File: config.mk
export PLATFORM = sky130hd
export DESIGN_NAME = sust_cell
export DESIGN_NICKNAME = d
export VERILOG_FILES = /design/src/hw/rtl/sust_pkg.sv /design/src/hw/rtl/sust_cell.sv
export SDC_FILE = /design/constraint.sdc
export NUM_CORES = 1
export LEC_CHECK = 0
export ABC_AREA = 1
export BUFFER_PORTS_ARGS = -buffer_cell sky130_fd_sc_hd__buf_2
export CORE_ASPECT_RATIO = 1.5
export CORE_UTILIZATION = 46
export CTS_CLUSTER_SIZE = 20
export DETAILED_ROUTE_END_ITERATION = 8
export GPL_ROUTABILITY_DRIVEN = 0
export PLACE_DENSITY = 0.88
export SLEW_MARGIN = 20
export SYNTH_ARGS = -nofsm -noshare
export SYNTH_HDL_FRONTEND = slang
export SYNTH_SLANG_ARGS = --single-unit
File: constraint.sdc
create_clock -name clk -period 4.2 [get_ports clk]
set_input_delay 0.21 -clock clk [delete_from_list [all_inputs] [get_ports clk]]
set_output_delay 0.21 -clock clk [all_outputs]
set_load 0.01 [all_outputs]
File: src/hw/rtl/sust_pkg.sv
// Shared types and constants for the sorted unique set table.
// Holds the request/response beat structs, status codes and cell control.
// No dependencies.
package sust_pkg;

	// Table geometry
	localparam int DEPTH   = 64;
	localparam int KEY_W   = 64;
	localparam int CNT_W   = $clog2(DEPTH + 1);
	localparam int POS_W   = 7;

	typedef enum logic {
		KIND_INSERT = 1'b0,
		KIND_REMOVE = 1'b1
	} kind_t;

	typedef enum logic [2:0] {
		ST_INSERTED = 3'd0,
		ST_PRESENT  = 3'd1,
		ST_REMOVED  = 3'd2,
		ST_ABSENT   = 3'd3,
		ST_FULL     = 3'd4
	} status_t;

	typedef struct packed {
		kind_t             kind;
		logic [KEY_W-1:0]  value;
	} req_t;

	typedef struct packed {
		logic [POS_W-1:0]  position;
		status_t           status;
		logic [POS_W-1:0]  count_after;
	} rsp_t;

	// Broadcast from the sequencer to every cell
	typedef struct packed {
		logic              cmp;
		logic              ins;
		logic              rem;
		logic [KEY_W-1:0]  key;
	} cell_ctrl_t;

endpackage

File: src/hw/rtl/sust_cell.sv
// One slot of the sorted table: holds an entry and its compare flags.
// Shifts with its neighbors on insert and remove. Depends on sust_pkg.
module sust_cell import sust_pkg::*; (
	input  logic              clk,
	input  cell_ctrl_t        ctrl,
	input  logic              occ,
	input  logic              left_lt,
	input  logic [KEY_W-1:0]  left_entry,
	input  logic [KEY_W-1:0]  right_entry,
	output logic [KEY_W-1:0]  entry,
	output logic              lt,
	output logic              eq
);

	logic [KEY_W-1:0] entry_q;
	logic             lt_q;
	logic             eq_q;

	// Compare phase: flags only count for occupied slots
	always_ff @(posedge clk) begin
		if (ctrl.cmp) begin
			lt_q <= occ && (entry_q < ctrl.key);
			eq_q <= occ && (entry_q == ctrl.key);
		end
	end

	// Update phase: slots at or above the insert/remove point move
	always_ff @(posedge clk) begin
		if (ctrl.ins && !lt_q) begin
			entry_q <= left_lt ? ctrl.key : left_entry;
		end else if (ctrl.rem && !lt_q) begin
			entry_q <= right_entry;
		end
	end

	assign entry = entry_q;
	assign lt    = lt_q;
	assign eq    = eq_q;

endmodule

# Word level (Yosys, flattened, before mapping)
# Cells that the tools add are included.
# totals
input_bits,198
elab_cells,14
reg_bits,66
out_inout_bits,66
# classes
mux,3
order_cmp,1
eq_ne,1
n_reduce_logical,6
# ops
operator,count
two-way mux 64 bit,3
== test 64 bit,1
less-than comparator 64 bit,1
logical AND 1 bit,4
nonzero test 2 bit,1
logical NOT 1 bit,1

# Longest topological paths before layout
# Gate-level depths: netlist (run 1).
# logic_depth
word_depth,4
ltp_mapped,14
mapped_depth_nobuf,14

# Worst setup path before layout (run 1)
# OpenSTA, ideal clock, no wires.
# synth_path
kind,register -> register
start,"register lt_q, in the netlist lt"
end,"register entry_q[0], in the netlist entry[0] (enable)"
arrival_ns,3.160
setup_slack_ns,0.552
setup_ns,0.488
period_less_slack_ns,3.648
required_ns,3.712
stages_incl_launch_ff,2
n_path_buf,0
path_cell_list,edfxtp_1 nor2_1
# synth_via
elab_chain_cells,3
word_cells_on_any_way,4
classes_between,4 x reduce/logical
# synth_rtl
element,line,text
from (decl),sust_cell.sv:16,logic lt_q;
from (signal assigned),sust_cell.sv:22,lt_q <= occ && (entry_q < ctrl.key);
logical NOT 1 bit (*),"sust_cell.sv:29, sust_cell.sv:31",
logical AND 1 bit (on tied branches),"sust_cell.sv:29, sust_cell.sv:31",
nonzero test 2 bit (no line) (*),-,
to (signal assigned),sust_cell.sv:30,entry_q <= left_lt ? ctrl.key : left_entry;
to (signal assigned),sust_cell.sv:32,entry_q <= right_entry;
to (decl),sust_cell.sv:15,logic [KEY_W-1:0] entry_q;
# Every way passes the cells marked *; elsewhere a longest branch is shown, timed or not.
# A chain may end at the register's enable or synchronous reset.

# Worst setup path after layout (run 1)
# layout_path
start,input left_lt
end,"register entry_q[34], in the netlist entry[34], data pin"
# layout_via
elab_chain_cells,2
# layout_rtl
element,line,text
from (decl),sust_cell.sv:7,"input logic left_lt,"
two-way mux 64 bit,sust_cell.sv:30,
two-way mux 64 bit,sust_cell.sv:29,if (ctrl.ins && !lt_q) begin
# Every way passes these cells.

==> impl_results.md, run 1 <==
- Run status: finished clean
- Clk Latency, worst-skew pair: 0.33 ns
- Final Hold Vio Count: 0
- Pre-CTS WS: between 1.5 and 2 ns
- Crit path arrival time: between 2 and 2.5 ns
- Critical path class: primary input to register
- Worst Hold Endpoint: eq$_DFFE_PP_
- Die H: around 130 um
- Number of global-route vias before repair: approximately 5,200
- Final Util: 63.69%
- Setup TNS: 0 ns
- Final Max Slew Viols: 0
- Register area: approximately 2000 um2
- Hold_buf cts: 0
- Sequential fraction of the synthesis area: slightly below 40%
- Synth Flop Type: edfxtp_1
- DR pass1 iterations: 6
- Filler instances: ~970
- Yosys cell types: 25
- I/O Pins: between 200 and 300
- Die area: around 11,000 um2
- CTS Sinks: 66
- Met2 Track Usage GR: 47.75%
- Commonest cells after routing, fill and taps aside: 263 x buf_2, 192 x nand2_1, 81 x nor2_1, 76 x inv_1, 66 x edfxtp_1
- Commonest non-fill, non-tap cell in the layout: buf_2
- Root buf cell: clkbuf_16
- Top cells by area, synth: edfxtp_1 39%, ha_1 16%, nand2_1 14%, a31oi_1 8.0%, nor2_1 6.2%
- Slew of the pin with the lowest slew margin: around 0.96 ns
- Maxcap violations: 0
- Synth Instances: 644
- Post-Syn Area: 5029 um2
- Crit share post-route: between 50% and 60%
- Global-route wire length before repair: 23,230 um
- Worst relative slew slack: ~36%
- Area Growth Syn to Fin: 34.14%
- GR peak layer: met2
- R2R setup slack: a little over 2 ns
- Post-synth EDFFs: 66
- Setup WS post-layout: around 2.0 ns
- Hold WS: between 0.1 and 0.15 ns
- CTS Buf Count: 9
- Rows: 46
- CTS tree: yes
- Final net count: between 1,000 and 1,500
- H-tree depth: 3
- Setup Fix Bufs, Post-CTS: 0
- Ys Warns: 0
- Skew final: 0.008394 ns
- Largest net degree at the start of global routing: 73
- Unrepaired setup endpoints after global routing: false
- Post-DP HPWL: 11,770 um
- Worst Setup Start Kind: primary input
- Highest fanout seen on the critical path: 65
- Post-layout minimum cycle time: about 2.2 ns
- Hold_sp: ctrl[66]
- Grt ovf: 0
- ANT nets after route: 0
- Hold WC Path Type: primary input to register
- M3 GR Usage: 5.566%
- CP startpoint: left_lt
- WL/cell: ~14 um
- Bufs on Longest Clock Path: 2
- Reg-to-reg startpoint: lt$_DFFE_PP_
- Clk slew on worst S/H paths: around 0.050 ns
- Post-route DRC: 0
- Avg Inst Size Synth: 7.808 um2
- Ratio of cells with drive above 1 in the final layout: 33.26%
- Die W: 87.37 um
- Fmax: about 0.46 GHz
- Hold Crit Depth: 1
- Area of the multi-input gates: 2616 um2
- Initial antenna violation count: 1
- Flops & latches, synth: 66
- Critical path data required time: about 4.3 ns
- Iteration-0 DRC Markers: 280
- Vias: 5,388
- Final WL: ~15,000 um
- Synth area leader: edfxtp_1
- Via/cell ratio: just over 5
- Worst reg2reg endpoint: entry[42]$_DFFE_PP_
- Top-area cell type share of the netlist area: 39.41%
- Share of async-settable or async-resettable flops after synthesis: 0%
- Setup violators final: 0
- IO buf count: about 260
- Peak VDD IR: about 0.00019 V
- Worst-case reg-to-reg path depth: 2
- CP Capture Type: register
- Routing usage on met1: between 20% and 30%
- Core Area: approximately 11,000 um2
- Syn Nets: 906
- Post_cts resized: 0
- Pwr dens: about 320 nW/um2
- Total Routing Usage GR: 26.57%
- Initial Util: 47.48%
- Leakage power: about 3.5 nW
-- through the flow --
step                      power [W]  area [um2]  instances
after floorplan            0.001194        5029        644
after detailed placement   0.001436        6445       1027
after CTS                  0.002160        6721       1042
after global placement     0.001417        6445       1027
final                      0.002154        6745       1044
after global routing       0.002274        6743       1043
-- sequential cells by signal, indices dropped and copies added, names as in the netlist --
register	flops
eq	1
lt	1
entry	64
-- critical path: stages --
cell,delay (ns)
buf_2,0.07
buf_4,0.54
clkinv_2,0.91
nand2_1,0.29
a31oi_1,0.11
-- cells in the mapped netlist, types with 5 or more instances --
library cell and count:
nand3_1 7, a31oi_1 64, nand2_1 192, ha_1 64, edfxtp_1 66, buf_2 20, inv_1 76, inv_2 7
nor2_1 83, a21oi_1 24, clkbuf_1 6, nor3_1 5, nor2_2 5
-- report_power, final --
part,switching (W),internal [W]
Combinational,0.000327,0.000247
Sequential,0.0000379,0.000815
Clock,0.000275,0.000453
Total,0.000640,0.00151
-- worst max-delay path by stage --
stage | to | slack (ns) | cells after the start
after floorplan | entry[0]$_DFFE_PP_ | 0.55 | 1
after global placement | entry[49]$_DFFE_PP_ | 2.04 | 3
after detailed placement | entry[58]$_DFFE_PP_ | 1.95 | 4
after CTS | entry[58]$_DFFE_PP_ | 1.93 | 4
after global routing | entry[21]$_DFFE_PP_ | 1.78 | 5
final | entry[34]$_DFFE_PP_ | 2.03 | 5
-- layout make-up --
| class | instances | share of cell area (%) |
|---|---|---|
| Tap cell | 144 | 2.671 |
| Inverter | 84 | 4.693 |
| Sequential cell | 66 | 29.38 |
| Timing Repair Buffer | 267 | 20.33 |
| Multi-Input combinational cell | 467 | 38.79 |
| Antenna cell | 1 | 0.03710 |
| Clock inverter | 4 | 0.6492 |
| Clock buffer | 11 | 3.450 |
-- cells by family after synthesis --
family                     count (synthesis)  share of synthesized area [%]
AOI/OAI and AO/OA                         99                          11.74
adders and majority gates                 64                          15.92
buffers and inverters                    111                          8.858
DFF                                       66                          39.41
and+or+nand+nor                          304                          24.06
-- routing by layer --
layer	part of all wire, %	wire length (um)	vias to the layer above
met4	3.8	574	2
met5	0.11	16	-
met2	52	7914	264
met3	7.4	1116	56
li1	-	-	2648
met1	36	5470	2418
(Power assumes the default switching activity.)
==> run 2, diff against run 1 <==
--- a/config.mk
+++ b/config.mk
@@ -5,14 +5,14 @@
 export SDC_FILE = /design/constraint.sdc
 export NUM_CORES = 1
 export LEC_CHECK = 0
-export ABC_AREA = 1
+export ABC_AREA = 0
 export BUFFER_PORTS_ARGS = -buffer_cell sky130_fd_sc_hd__buf_2
 export CORE_ASPECT_RATIO = 1.5
 export CORE_UTILIZATION = 46
 export CTS_CLUSTER_SIZE = 20
 export DETAILED_ROUTE_END_ITERATION = 8
 export GPL_ROUTABILITY_DRIVEN = 0
-export PLACE_DENSITY = 0.88
+export PLACE_DENSITY = 0.89
 export SLEW_MARGIN = 20
 export SYNTH_ARGS = -nofsm -noshare
 export SYNTH_HDL_FRONTEND = slang
==> constraint.sdc (replaced) <==
create_clock -name clk -period 2.21 [get_ports clk]
set_input_delay 0.1105 -clock clk [delete_from_list [all_inputs] [get_ports clk]]
set_output_delay 0.1105 -clock clk [all_outputs]
set_load 0.01 [all_outputs]
==> run 2 against run 1 <==
Effect of this change:
- clock power grew 88%
- final cell count shrank 12%
- wire length shrank 4.2%
- sequential power grew 90%
- hold slack lost 0.059 ns
- sequential share of layout area shrank 0.23 points
- count of clock-buffer cells in the layout grew 1
- utilization grew 0.86 points
- die area shrank 1.5%
- power grew 90%
- largest power group unchanged
- via count shrank 11%
==> impl_results.md, run 2 <==
- Run status: finished clean (unchanged)
- Synth Flop Type: edfxtp_1 (unchanged)
- Setup TNS: 0 ns (unchanged)
- I/O Pins: 264 (unchanged)
- Hold WS: 0.05901 ns (was 0.1182 ns)
- Die area: 11,190 um2 (was 11,360 um2)
- Syn Nets: 772 (was 906)
- Critical path class: register to register (was primary input to register)
- IO buf count: 263 (unchanged)
- Area Growth Syn to Fin: 37.29% (was 34.14%)
- Worst-case reg-to-reg path depth: 6 (was 2)
- Via/cell ratio: 5.187 (was 5.161)
- Pwr dens: 603.1 nW/um2 (was 319.4 nW/um2)
- Rows: 46 (unchanged)
- Initial antenna violation count: 0 (was 1)
- Post-synth EDFFs: 66 (unchanged)
- Top post-synthesis cells by count: 79 x nand2_1, 70 x o21ai_0, 67 x inv_1 (was 192 x nand2_1, 83 x nor2_1, 76 x inv_1)
- Die H: 129.1 um (was 130.1 um)
- Bufs on Longest Clock Path: 2 (unchanged)
- Slew of the pin with the lowest slew margin: 0.5041 ns (was 0.9572 ns)
- Hold Crit Depth: 3 (was 1)
- Filler instances: 866 (was 965)
- Hold WC Path Type: primary input to register (unchanged)
- Top cells by area, synth: edfxtp_1 40%, ha_1 16%, mux2i_1 13%, o21ai_0 7.1%, nand2_1 6.0% (was edfxtp_1 39%, ha_1 16%, nand2_1 14%, a31oi_1 8.0%, nor2_1 6.2%)
- H-tree depth: 3 (unchanged)
- Worst Setup Start Kind: register (was primary input)
- Flops & latches, synth: 66 (unchanged)
- Worst relative slew slack: 65.52% (was 36.19%)
- Final WL: 14,460 um (was 15,090 um)
- Ratio of cells with drive above 1 in the final layout: 38.05% (was 33.26%)
- CTS Buf Count: 9 (unchanged)
- Top-area cell type share of the netlist area: 40.02% (was 39.41%)
- M3 GR Usage: 5.159% (was 5.566%)
- Clk slew on worst S/H paths: 0.05 ns (about the same)
- Post-DP HPWL: 11,830 um (was 11,770 um)
- Post-route DRC: 0 (unchanged)
- Final Max Slew Viols: 0 (unchanged)
- Iteration-0 DRC Markers: 203 (was 280)
- ANT nets after route: 0 (unchanged)
- Critical path data required time: 2.26 ns (was 4.26 ns)
- Final net count: 1,035 (was 1,157)
- WL/cell: 15.68 um (was 14.46 um)
- Grt ovf: 0 (unchanged)
- Leakage power: 3.642 nW (was 3.536 nW)
- Crit path arrival time: 2.14 ns (was 2.23 ns)
- Met2 Track Usage GR: 48.51% (was 47.75%)
- Global-route wire length before repair: 21,500 um (was 23,230 um)
- Initial Util: 47.02% (was 47.48%)
- Ant. Diodes: 0 (was 1)
- Highest fanout seen on the critical path: 3 (was 65)
- Skew final: 0.008843 ns (was 0.008394 ns)
- Avg Inst Size Synth: 9.710 um2 (was 7.808 um2)
- Core Area: 10,530 um2 (was 10,590 um2)
- Peak VDD IR: 0.0004149 V (was 0.0001870 V)
- Commonest cells after routing, fill and taps aside: 262 x buf_2, 79 x nand2_1, 70 x o21ai_0, 67 x inv_1, 66 x edfxtp_1 (was 263 x buf_2, 192 x nand2_1, 81 x nor2_1, 76 x inv_1, 66 x edfxtp_1)
- Final Util: 64.55% (was 63.69%)
- Share of async-settable or async-resettable flops after synthesis: 0% (unchanged)
- Maxcap violations: 0 (unchanged)
- Clk Latency, worst-skew pair: 0.33 ns (about the same)
- DR pass1 iterations: 4 (was 6)
- Total Routing Usage GR: 25.41% (was 26.57%)
- Post-Syn Area: 4952 um2 (was 5029 um2)
- CTS Sinks: 66 (unchanged)
- Setup violators final: 0 (unchanged)
- Post-layout minimum cycle time: about 2.1 ns
- Sequential fraction of the synthesis area: 40.02% (was 39.41%)
- Largest net degree at the start of global routing: 51 (was 73)
- CTS tree: yes (unchanged)
- Unrepaired setup endpoints after global routing: false (unchanged)
- Fmax: about 0.48 GHz
- CP Capture Type: register (unchanged)
- Final Hold Vio Count: 0 (unchanged)
- Max reg flops: 64 (unchanged)
- Most common cell in the netlist: nand2_1 (unchanged)
- Number of global-route vias before repair: 4,844 (was 5,205)
- Yosys cell types: 29 (was 25)
- Vias: 4,782 (was 5,388)
- GR peak layer: met2 (unchanged)
- Synth area leader: edfxtp_1 (unchanged)
- Crit share post-route: 94.56%
- Routing usage on met1: 25.23% (was 29.37%)
- Ys Warns: 0 (unchanged)
- Commonest non-fill, non-tap cell in the layout: buf_2 (unchanged)
- Root buf cell: clkbuf_16 (unchanged)
- Synth Instances: 510 (was 644)
- Die W: 86.72 um (was 87.37 um)
[run 2: path summary, 6_finish.rpt]
| path | startpoint | to | slack, ns |
|---|---|---|---|
| min | right_entry[14] | entry[14]$_DFFE_PP_ | 0.06 |
| max | entry[43]$_DFFE_PP_ | lt$_DFFE_PP_ | 0.12 |
| min reg2reg | entry[47]$_DFFE_PP_ | lt$_DFFE_PP_ | 0.86 |
| max reg2reg | entry[43]$_DFFE_PP_ | lt$_DFFE_PP_ | 0.12 |
[run 2: cell type report]
| type | instances | area [um2] | share of cell area (%) |
|---|---|---|---|
| repair buffers | 273 | 1421 | 20.91 |
| well taps | 144 | 180.2 | 2.650 |
| multi-input cells | 356 | 2685 | 39.49 |
| flip-flops and latches | 66 | 1982 | 29.15 |
| clock buffers | 12 | 236.5 | 3.478 |
| inverters | 67 | 251.5 | 3.699 |
| clock inverters | 4 | 42.54 | 0.6257 |
[run 2: repair_timing]
item	4_1_cts	5_1_grt
resized for setup	0	5
setup endpoints to repair	1	2
gates cloned	0	0
endpoints found under the hold margin	2	0
pin swaps	1	4
hold buffers	1	0
setup buffers	0	0
[run 2: routing by layer]
metal | part of all wire [%] | routed length, um
met5 | 0 | 0
met4 | 4.4 | 632
met3 | 5.5 | 791
met2 | 53 | 7682
met1 | 37 | 5350
[run 2: where the power goes]
group | switching [W] | total [W] | internal [W]
logic | 0.000619 | 0.00111 | 0.000494
registers | 0.0000679 | 0.00162 | 0.00155
clock network | 0.000504 | 0.00137 | 0.000865
[run 2: kinds of logic (layout without fill, tap and decap cells)]
kind of cell,Yosys count,after routing,synth area share (%)
AOI/OAI and AO/OA,113,113,12.41
and+or+nand+nor,115,115,11.60
buffers and inverters,88,356,6.872
adders and majority gates,64,64,16.17
DFF,66,66,40.02
muxes,64,64,12.94
[run 2: worst max-delay path, stage by stage (launching register included)]
cell and delay (ns):
edfxtp_1 0.38, ha_1 0.32, nand4_1 0.17, nor4_4 0.38, nand4_2 0.18, nor4_4 0.27, a221oi_1 0.11
[run 2: stage by stage]
| stage | total power [W] | cell area, um2 | instances | setup slack [ns] |
|---|---|---|---|---|
| 4_1_cts | 0.004123 | 6759 | 922 | 0.01673 |
| 3_5_place_dp | 0.002743 | 6470 | 905 | 0.002083 |
| 6_report | 0.004100 | 6799 | 922 | 0.1201 |
| 2_1_floorplan | 0.002236 | 4960 | 510 | 0.2148 |
| 5_1_grt | 0.004323 | 6799 | 922 | 0.005331 |
| 3_3_place_gp | 0.002699 | 6470 | 905 | 0.1589 |
